===== src/design/scfla_pkg.sv =====
// Shared types and constants for the size class free list allocator.
// Holds status codes, controller states, and the command and status structs
// that join the controller to the datapath. No dependencies.
`timescale 1ns / 1ps
`default_nettype none

package scfla_pkg;

   localparam int DEF_ARENA_BYTES   = 65536;
   localparam int DEF_REFILL_CHUNKS = 8;

   localparam int NUM_CLASSES = 6;
   localparam int CLASS_W     = 3;
   localparam int ADDR_W      = 16;
   localparam int LINK_W      = 17;
   localparam int LINK_DEPTH  = 16384;
   localparam int LINK_AW     = $clog2(LINK_DEPTH);
   localparam int ADDR_SPACE  = 65536;

   localparam logic [LINK_W-1:0] EMPTY_MARK = 17'h10000;
   localparam logic [15:0]       MAX_POOLED = 16'd128;
   localparam logic [7:0]        CHUNK_MIN  = 8'd4;

   typedef enum logic {
      MODE_ALLOC = 1'b0,
      MODE_FREE  = 1'b1
   } mode_type;

   typedef enum logic [1:0] {
      RS_OK         = 2'd0,
      RS_NOT_POOLED = 2'd1,
      RS_IGNORED    = 2'd2,
      RS_EXHAUSTED  = 2'd3
   } status_type;

   typedef enum logic [2:0] {
      S_IDLE,
      S_EXEC,
      S_POP,
      S_REFILL,
      S_RESP
   } state_type;

   typedef struct packed {
      logic capture_req;
      logic latch_pend;
      logic push;
      logic pop_read;
      logic pop_commit;
      logic refill_start;
      logic refill_write;
      logic refill_commit;
      logic load_rsp;
      logic load_src_exec;
   } ctrl_cmd_type;

   typedef struct packed {
      logic do_push;
      logic do_pop;
      logic do_refill;
      logic refill_last;
      logic slot_free;
   } dp_status_type;

   function automatic logic [CLASS_W-1:0] class_of(input logic [15:0] size);
      logic [CLASS_W-1:0] c;
      if (size <= 16'd4) c = 3'd0;
      else if (size <= 16'd8) c = 3'd1;
      else if (size <= 16'd16) c = 3'd2;
      else if (size <= 16'd32) c = 3'd3;
      else if (size <= 16'd64) c = 3'd4;
      else c = 3'd5;
      return c;
   endfunction

endpackage

`default_nettype wire


===== src/design/scfla_ctrl.sv =====
// Controller state machine for the allocator.
// Sequences accept, execute, pop, refill and response; uses scfla_pkg types.
`timescale 1ns / 1ps
`default_nettype none

module scfla_ctrl (
   input  wire logic                    clock,
   input  wire logic                    reset,
   input  wire logic                    req_tvalid,
   output logic                         req_tready,
   input  wire scfla_pkg::dp_status_type st,
   output scfla_pkg::ctrl_cmd_type       cmd
);

   scfla_pkg::state_type state_ff;
   scfla_pkg::state_type state_in;

   always_ff @(posedge clock) begin
      if (reset) begin
         state_ff <= scfla_pkg::S_IDLE;
      end else begin
         state_ff <= state_in;
      end
   end

   always_comb begin
      state_in   = state_ff;
      cmd        = '0;
      req_tready = 1'b0;
      unique case (state_ff)
         scfla_pkg::S_IDLE: begin
            req_tready = 1'b1;
            if (req_tvalid) begin
               cmd.capture_req = 1'b1;
               state_in        = scfla_pkg::S_EXEC;
            end
         end
         scfla_pkg::S_EXEC: begin
            cmd.latch_pend = 1'b1;
            priority if (st.do_pop) begin
               cmd.pop_read = 1'b1;
               state_in     = scfla_pkg::S_POP;
            end else if (st.do_refill) begin
               cmd.refill_start = 1'b1;
               state_in         = scfla_pkg::S_REFILL;
            end else begin
               cmd.push = st.do_push;
               if (st.slot_free) begin
                  cmd.load_rsp      = 1'b1;
                  cmd.load_src_exec = 1'b1;
                  state_in          = scfla_pkg::S_IDLE;
               end else begin
                  state_in = scfla_pkg::S_RESP;
               end
            end
         end
         scfla_pkg::S_POP: begin
            cmd.pop_commit = 1'b1;
            if (st.slot_free) begin
               cmd.load_rsp = 1'b1;
               state_in     = scfla_pkg::S_IDLE;
            end else begin
               state_in = scfla_pkg::S_RESP;
            end
         end
         scfla_pkg::S_REFILL: begin
            cmd.refill_write = 1'b1;
            if (st.refill_last) begin
               cmd.refill_commit = 1'b1;
               if (st.slot_free) begin
                  cmd.load_rsp = 1'b1;
                  state_in     = scfla_pkg::S_IDLE;
               end else begin
                  state_in = scfla_pkg::S_RESP;
               end
            end
         end
         scfla_pkg::S_RESP: begin
            if (st.slot_free) begin
               cmd.load_rsp = 1'b1;
               state_in     = scfla_pkg::S_IDLE;
            end
         end
         default: begin
            state_in = scfla_pkg::S_IDLE;
         end
      endcase
   end

endmodule

`default_nettype wire


===== config.mk =====
export PLATFORM = sky130hd
export DESIGN_NAME = scfla_ctrl
export DESIGN_NICKNAME = d
export VERILOG_FILES = /design/src/design/scfla_pkg.sv /design/src/design/scfla_ctrl.sv
export SDC_FILE = /design/constraint.sdc
export NUM_CORES = 1
export LEC_CHECK = 0
export BUFFER_PORTS_ARGS = -buffer_cell sky130_fd_sc_hd__buf_2
export CAP_MARGIN = 20
export CELL_PAD_IN_SITES_DETAIL_PLACEMENT = 1
export CELL_PAD_IN_SITES_GLOBAL_PLACEMENT = 1
export CORE_AREA = 8 8 45 47
export DETAILED_ROUTE_END_ITERATION = 10
export DIE_AREA = 0 0 53 55
export HOLD_SLACK_MARGIN = 0.05
export PLACE_DENSITY = 0.62
export SETUP_SLACK_MARGIN = 0.3
export SLEW_MARGIN = 20
export SYNTH_ARGS = -nofsm -noshare
export SYNTH_HDL_FRONTEND = slang
export SYNTH_SLANG_ARGS = --single-unit

===== constraint.sdc =====
create_clock -name clock -period 1.72 [get_ports clock]
set_clock_uncertainty 0.15 [all_clocks]
set_input_delay 0.086 -clock clock [delete_from_list [all_inputs] [get_ports clock]]
set_output_delay 0.086 -clock clock [all_outputs]
set_load 0.005 [all_outputs]

==> implementation parameters, run 1 <==
Parameter                              Value

Layout
  Share of final-layout standard cells stronger than drive strength 1 ... 63.49%
  Number of flip-flops in the largest register ... 3
  Largest registers in the final layout ... state_ff: 3 flops
  Number of nets in the finished design ... 72
  Most common cell after layout, fill and taps aside ... sky130_fd_sc_hd__buf_2
  Most flops, register ... state_ff
  Most frequent cells in the layout ... sky130_fd_sc_hd__buf_2, sky130_fd_sc_hd__buf_4, sky130_fd_sc_hd__nor2_1, sky130_fd_sc_hd__clkbuf_4, sky130_fd_sc_hd__dfxtp_4
  Number of antenna cells inserted ... 0
  Layout overhead on the synthesized area ... 72.10%

Route
  Drt drc ... 0
  Count of vias placed by the detailed router ... 365
  Antenna-violating nets left ... 0
  Sum of routed wire length over all layers ... 1129 um
  DR WL/cell ... 14.29 um
  Average vias per placed instance ... 4.620
  Violation count after the first detailed-routing iteration ... 3
  Pre-antenna DRT Iters ... 4

Floorplan
  Full die area ... 2915 um^2
  Site row count ... 14
  Die width ... 53 um
  Effective utilization at floorplan ... 21.07%
  Core outline area ... 1384 um^2
  Total I/O pin count ... 19
  Overall die height ... 55 um

Clock network
  Clock slew at reported path FFs ... 0.04 ns
  Number of buffers created by CTS ... 3
  H-tree depth ... 1
  Number of buffers on the longest clock path ... 2
  Clock network latency to the later pin of the worst-skew pair ... 0.24 ns
  CTS tree ... built
  Number of sinks driven by the clock tree ... 3
  Root Driver ... sky130_fd_sc_hd__clkbuf_4

Synthesis
  Number of cells produced by synthesis ... 36
  Count of distinct cell types in the synthesized netlist ... 25
  Sequential area share after synthesis ... 20.60%
  Net Count, Synth ... 44
  Yosys warnings ... 0
  Post-synthesis cell area ... 291.5 um^2
  Average size of a mapped cell ... 8.098 um^2
  Register bit count reported by yosys ... 3

Critical path
  Startpoint type of the worst setup path ... register
  Cell Chain, Critical Path ... or2_4, o2111a_1, buf_2
  Slowest stage delay, CP ... 0.36 ns
  Critical path capture point type ... output pin
  Critical path type ... reg -> out
  Worst Path Max Fanout ... 6
  Worst-path cell with the longest stage delay ... sky130_fd_sc_hd__dfxtp_4
  Data required, critical path ... 1.48 ns
  Data arrival time of the critical path ... 1.23 ns

Pwr
  Maximum VDD drop ... 217.6 uV
  Leakage power ... 0.2414 nW
  Total power density per cell area ... 844.3 nW/um^2
  Post-layout power ... 0.0004236 W

Timing
  Max Freq ... 681.6 MHz
  RSZ-0062 raised after global routing ... yes
  Setup violators final ... 0
  Final count of pins violating max slew ... 0
  Number of hold-slack violations in the final timing report ... 0
  Tightest slew margin relative to the limit ... 86.15%
  Worst-Margin Slew ... 0.2056 ns
  Post-route minimum period ... 1.467 ns
  Post-route fraction of the period consumed by the critical path ... 85.30%
  Setup TNS ... 0 ns

Min path
  Worst min path class ... in -> reg

GRT
  GR met3 Demand/Resource ... 3.476%
  Maximum number of pins on one net before global-route repair ... 12
  M1 GR Usage ... 9.242%
  Global-route wire length before repair ... 1821 um
  Overall global routing resource usage ... 8.406%
  Met2 demand-to-capacity share in global routing ... 13.28%
  Antenna violations before repair ... 0
  Busiest layer in global routing ... met2
  Number of global-route vias before repair ... 399
  Final global-route overflow total ... 0

Place
  IO Port Bufs ... 18
  Routability congestion estimate ... 0.7574
  Half-perimeter wire length after detailed placement ... 759.7 um

Job
  Maxcap violations ... 0

Status
  Status ... finished, final reports clean
synth_stat cells, drive strengths merged:
library cell  number  area share (%)
a221o              1             3.4
or2                1             3.0
nand2              1             1.3
or3                1             2.1
a21oi              3             6.4
buf                2             6.4
dfxtp              3              21
mux2i              1             3.4
nor3b              3             9.4
nand3b             1             2.6
and3b              1             3.0
inv                1             1.3
a311oi             1             5.1
o2111a             1             3.9
nor2               4             5.1
nand2b             2             5.2
o21ai              3             5.1
nor3               1             1.7
and3               2             4.3
and2               3             6.4
final cells by class:
cell class,instances,area (um^2)
multi-input cells,30,235.2
clock buffers,4,26.28
repair buffers,25,145.1
fillers,169,882.1
flip-flops and latches,3,71.32
inverters,1,3.754
well taps,16,20.02
worst max-delay path, delay by kind of cell, from the launching register on:
family          cells  cell delay (ns)
flops               1             0.36
compound gates      1             0.23
buf+inv             1             0.12
simple gates        1             0.27
path summary, 6_finish.rpt:
check	slack (ns)	from	to	cells after the start
worst max register to register	0.34	state_ff[0]	state_ff[2]	4
worst min-delay path	0.05	st[2]	state_ff[1]	3
worst max-delay path	0.25	state_ff[2]	cmd[1]	3
worst min register to register	0.50	state_ff[1]	state_ff[2]	3
routing by layer:
metal / vias to the layer above / share of wire [%]
li1: 185 / -
met1: 167 / 41
met2: 11 / 50
met3: 2 / 8.1
met4: 0 / 1.3
met5: - / 0
report_power, final:
| group | switching (W) | internal (W) | leakage, nW |
|---|---|---|---|
| Clock | 0.0000433 | 0.0000874 | 0.0150 |
| Sequential | 0.0000206 | 0.0000838 | 0.0267 |
| Combinational | 0.0000814 | 0.000107 | 0.200 |
| Total | 0.000145 | 0.000278 | 0.241 |
logic make-up after synthesis:
group / after synthesis / share of synthesized area [%]
AO/OA/AOI/OAI: 9 / 24.03
multiplexers: 1 / 3.434
flip-flops: 3 / 20.60
AND/OR/NAND/NOR: 20 / 44.20
buffers and inverters: 3 / 7.725
what timing repair did:
action	in CTS	in global routing
endpoints found under the setup margin	8	10
hold buffers	2	0
gates cloned	0	0
hold endpoints to repair	3	0
pin swaps	2	1
buffers inserted	3	2
gates resized for setup	8	7
stage by stage:
step                      cell area [um^2]  instances  setup slack [ns]  util [%]  hold slack, ns
after floorplan                      291.5         36            0.4280         -       -0.001556
after global placement               382.9         68            0.3763     27.67          0.1411
after detailed placement             382.9         68            0.3546     27.67          0.1478
after CTS                            474.2         77            0.2545     34.27         0.05752
after global routing                 501.7         79            0.2027     36.26         0.08417
final                                501.7         79            0.2529     36.26         0.05493
(Power assumes the default switching activity.)
==> run 2: changes to the inputs <==
SKIP_LAST_GASP = 1   (was not set)
clock period = 1.7 ns   (was 1.72 ns; I/O delays follow)
==> implementation parameters, run 2 (synthesis gave the netlist of run 1 again) <==
Parameter                              Value

Status
  Status ... finished, final reports clean

Timing
  Final count of pins violating max slew ... 0 (unchanged)
  Number of hold-slack violations in the final timing report ... 0 (unchanged)
  Post-route minimum period ... 1.466 ns
  Tightest slew margin relative to the limit ... 86.15% (unchanged)
  RSZ-0062 raised after global routing ... yes
  Max Freq ... 682.1 MHz
  Post-route fraction of the period consumed by the critical path ... 86.24%
  Worst-Margin Slew ... 0.2056 ns (+0.0000003576 ns)
  Setup TNS ... 0 ns (unchanged)
  Setup violators final ... 0 (unchanged)

Critical path
  R2R Path Start ... state_ff[1]
  Data arrival time of the critical path ... 1.23 ns (about the same)
  Cell Chain, Critical Path ... or2_4, o2111a_1, buf_2
  Slowest stage delay, CP ... 0.36 ns (about the same)
  End of the worst register-to-register path ... state_ff[2]
  Worst-path cell with the longest stage delay ... sky130_fd_sc_hd__dfxtp_4
  Startpoint type of the worst setup path ... register
  Number of buffers and inverters on the critical path ... 1 (unchanged)
  Worst Path Max Fanout ... 6 (unchanged)
  Critical path capture point type ... output pin
  Setup slack of the most critical reg-to-reg path ... 0.35 ns (about the same)
  Category of cells accounting for the largest share of critical-path delay ... flip-flops
  Critical path type ... reg -> out
  Register-to-Register Path Depth ... 4 (unchanged)
  Stages on worst setup path ... 3 (unchanged)
  Data required, critical path ... 1.46 ns (-0.02 ns)

Clock network
  H-tree depth ... 1 (unchanged)
  Root Driver ... sky130_fd_sc_hd__clkbuf_4
  Number of buffers on the longest clock path ... 2 (unchanged)
  Clock slew at reported path FFs ... 0.04 ns (about the same)
  Clock network latency to the later pin of the worst-skew pair ... 0.24 ns (about the same)
  Number of buffers created by CTS ... 3 (unchanged)
  CTS tree ... built
  Number of sinks driven by the clock tree ... 3 (unchanged)

Layout
  Most flops, register ... state_ff
  Largest registers in the final layout ... state_ff: 3 flops
  Number of antenna cells inserted ... 0 (unchanged)
  Layout overhead on the synthesized area ... 76.39%
  Fill cell instance count of the final layout ... 168 (-0.59%)
  Finished Cell Area ... 514.2 um^2 (+2.5%)
  Final Instance Count excl. Fillers ... 79 (unchanged)
  Number of flip-flops in the largest register ... 3 (unchanged)
  Number of nets in the finished design ... 72 (unchanged)
  Most common cell after layout, fill and taps aside ... sky130_fd_sc_hd__buf_2
  Core utilization of the finished layout ... 37.16% (+0.90 points)
  Share of final-layout standard cells stronger than drive strength 1 ... 63.49% (unchanged)
  Most frequent cells in the layout ... sky130_fd_sc_hd__buf_2, sky130_fd_sc_hd__buf_4, sky130_fd_sc_hd__nor2_1, sky130_fd_sc_hd__clkbuf_4, sky130_fd_sc_hd__dfxtp_4

GRT
  Antenna violations before repair ... 0 (unchanged)
  Global-route wire length before repair ... 1821 um (unchanged)
  Maximum number of pins on one net before global-route repair ... 12 (unchanged)
  Final global-route overflow total ... 0 (unchanged)
  Number of global-route vias before repair ... 399 (unchanged)
  Overall global routing resource usage ... 8.406% (unchanged)

Floorplan
  Total I/O pin count ... 19 (unchanged)
  Full die area ... 2915 um^2 (unchanged)
  Effective utilization at floorplan ... 21.07% (unchanged)
  Site row count ... 14 (unchanged)
  Overall die height ... 55 um (unchanged)
  Core outline area ... 1384 um^2 (unchanged)
  Die width ... 53 um (unchanged)

Route
  Average vias per placed instance ... 4.620 (unchanged)
  Antenna-violating nets left ... 0 (unchanged)
  Wire length on met3 ... 92 um (unchanged)
  Met1 Wirelength ... 461 um (+0.44%)
  DR WL/cell ... 14.47 um (+1.2%)
  Met2 routed WL ... 574 um (+2.3%)
  Violation count after the first detailed-routing iteration ... 3 (unchanged)
  Drt drc ... 0 (unchanged)
  Pre-antenna DRT Iters ... 4 (unchanged)
  Count of vias placed by the detailed router ... 365 (unchanged)
  Top layer in use ... met4
  Sum of routed wire length over all layers ... 1143 um (+1.2%)

Place
  Half-perimeter wire length after detailed placement ... 759.7 um (unchanged)
  IO Port Bufs ... 18 (unchanged)
  Cell area after placement ... 382.9 um^2 (unchanged)
  Routability congestion estimate ... 0.7574 (unchanged)
  Total instance count after detailed placement ... 68 (unchanged)

Pwr
  Clock network fraction of total power ... 30.4% (-0.5 points)
  Combinational power share ... 45.1% (+0.6 points)
  Share of total power in sequential cells ... 24.5% (about the same)
  Maximum VDD drop ... 224.2 uV (+3.0%)
  Post-layout power ... 0.0004357 W (+2.8%)
  Leakage power ... 0.2432 nW (+0.74%)
  Net load switching power ... 0.0001485 W (+2.1%)
  Internal portion of total power ... 0.0002872 W (+3.2%)
  Total power density per cell area ... 847.2 nW/um^2 (+0.35%)
  Switching share of power ... 34.08% (-0.24 points)

Job
  Maxcap violations ... 0 (unchanged)

Min path
  Cells on Worst Hold Path ... 3 (unchanged)
  Worst hold path endpoint ... state_ff[1]
  Hold wc startpoint ... st[2]
  Worst min path class ... in -> reg
run 2: worst register-to-register path, cell delays in order, from the launching register on:
cell and delay, ns:
sky130_fd_sc_hd__dfxtp_4 0.37, sky130_fd_sc_hd__buf_4 0.14, sky130_fd_sc_hd__or3_4 0.36, sky130_fd_sc_hd__a21oi_2 0.15
sky130_fd_sc_hd__a311oi_2 0.06
run 2: worst max-delay path by stage:
stage	slack (ns)	from	endpoint
after floorplan	0.41	state_ff[0]	state_ff[2]
final	0.23	state_ff[2]	cmd[1]
after global placement	0.36	state_ff[0]	cmd[0]
after global routing	0.18	state_ff[2]	cmd[9]
after detailed placement	0.34	state_ff[0]	cmd[0]
after CTS	0.24	state_ff[2]	cmd[1]
run 2: layout make-up:
type | instances | area, um^2 | area share [%]
tap | 16 | 20.02 | 3.893
sequential | 3 | 71.32 | 13.87
timing repair buffer | 25 | 157.7 | 30.66
multi-input combinational | 30 | 235.2 | 45.74
clock buffer | 4 | 26.28 | 5.109
inverter | 1 | 3.754 | 0.7299
run 2: power groups by stage:
stage	clock [W]	sequential (W)	combinational, W
after floorplan	0	0.0000887	0.000110
after global placement	0	0.000107	0.000138
after detailed placement	0	0.000108	0.000136
after CTS	0.000133	0.000110	0.000165
after global routing	0.000150	0.000110	0.000219
final	0.000132	0.000107	0.000197
run 2: stage by stage:
step	hold slack, ns	setup slack [ns]
finish	0.05395	0.2339
global route	0.08317	0.1837
CTS	0.05652	0.2355
detailed placement	0.1468	0.3356
global placement	0.1401	0.3573
floorplan	-0.002556	0.4080
run 2: metal layers:
metal / up-vias / track usage [%]
met2: 11 / 13.28
met5: - / 0
met3: 2 / 3.476
met1: 167 / 9.242
li1: 185 / -
met4: 0 / 5.172
run 2: repair_timing:
item | in CTS | in global routing
gates cloned | 0 | 0
hold endpoints to repair | 3 | 0
pin swaps | 2 | 2
gates resized for setup | 8 | 10
endpoints found under the setup margin | 9 | 10
hold buffers | 2 | 0
buffers inserted | 3 | 2
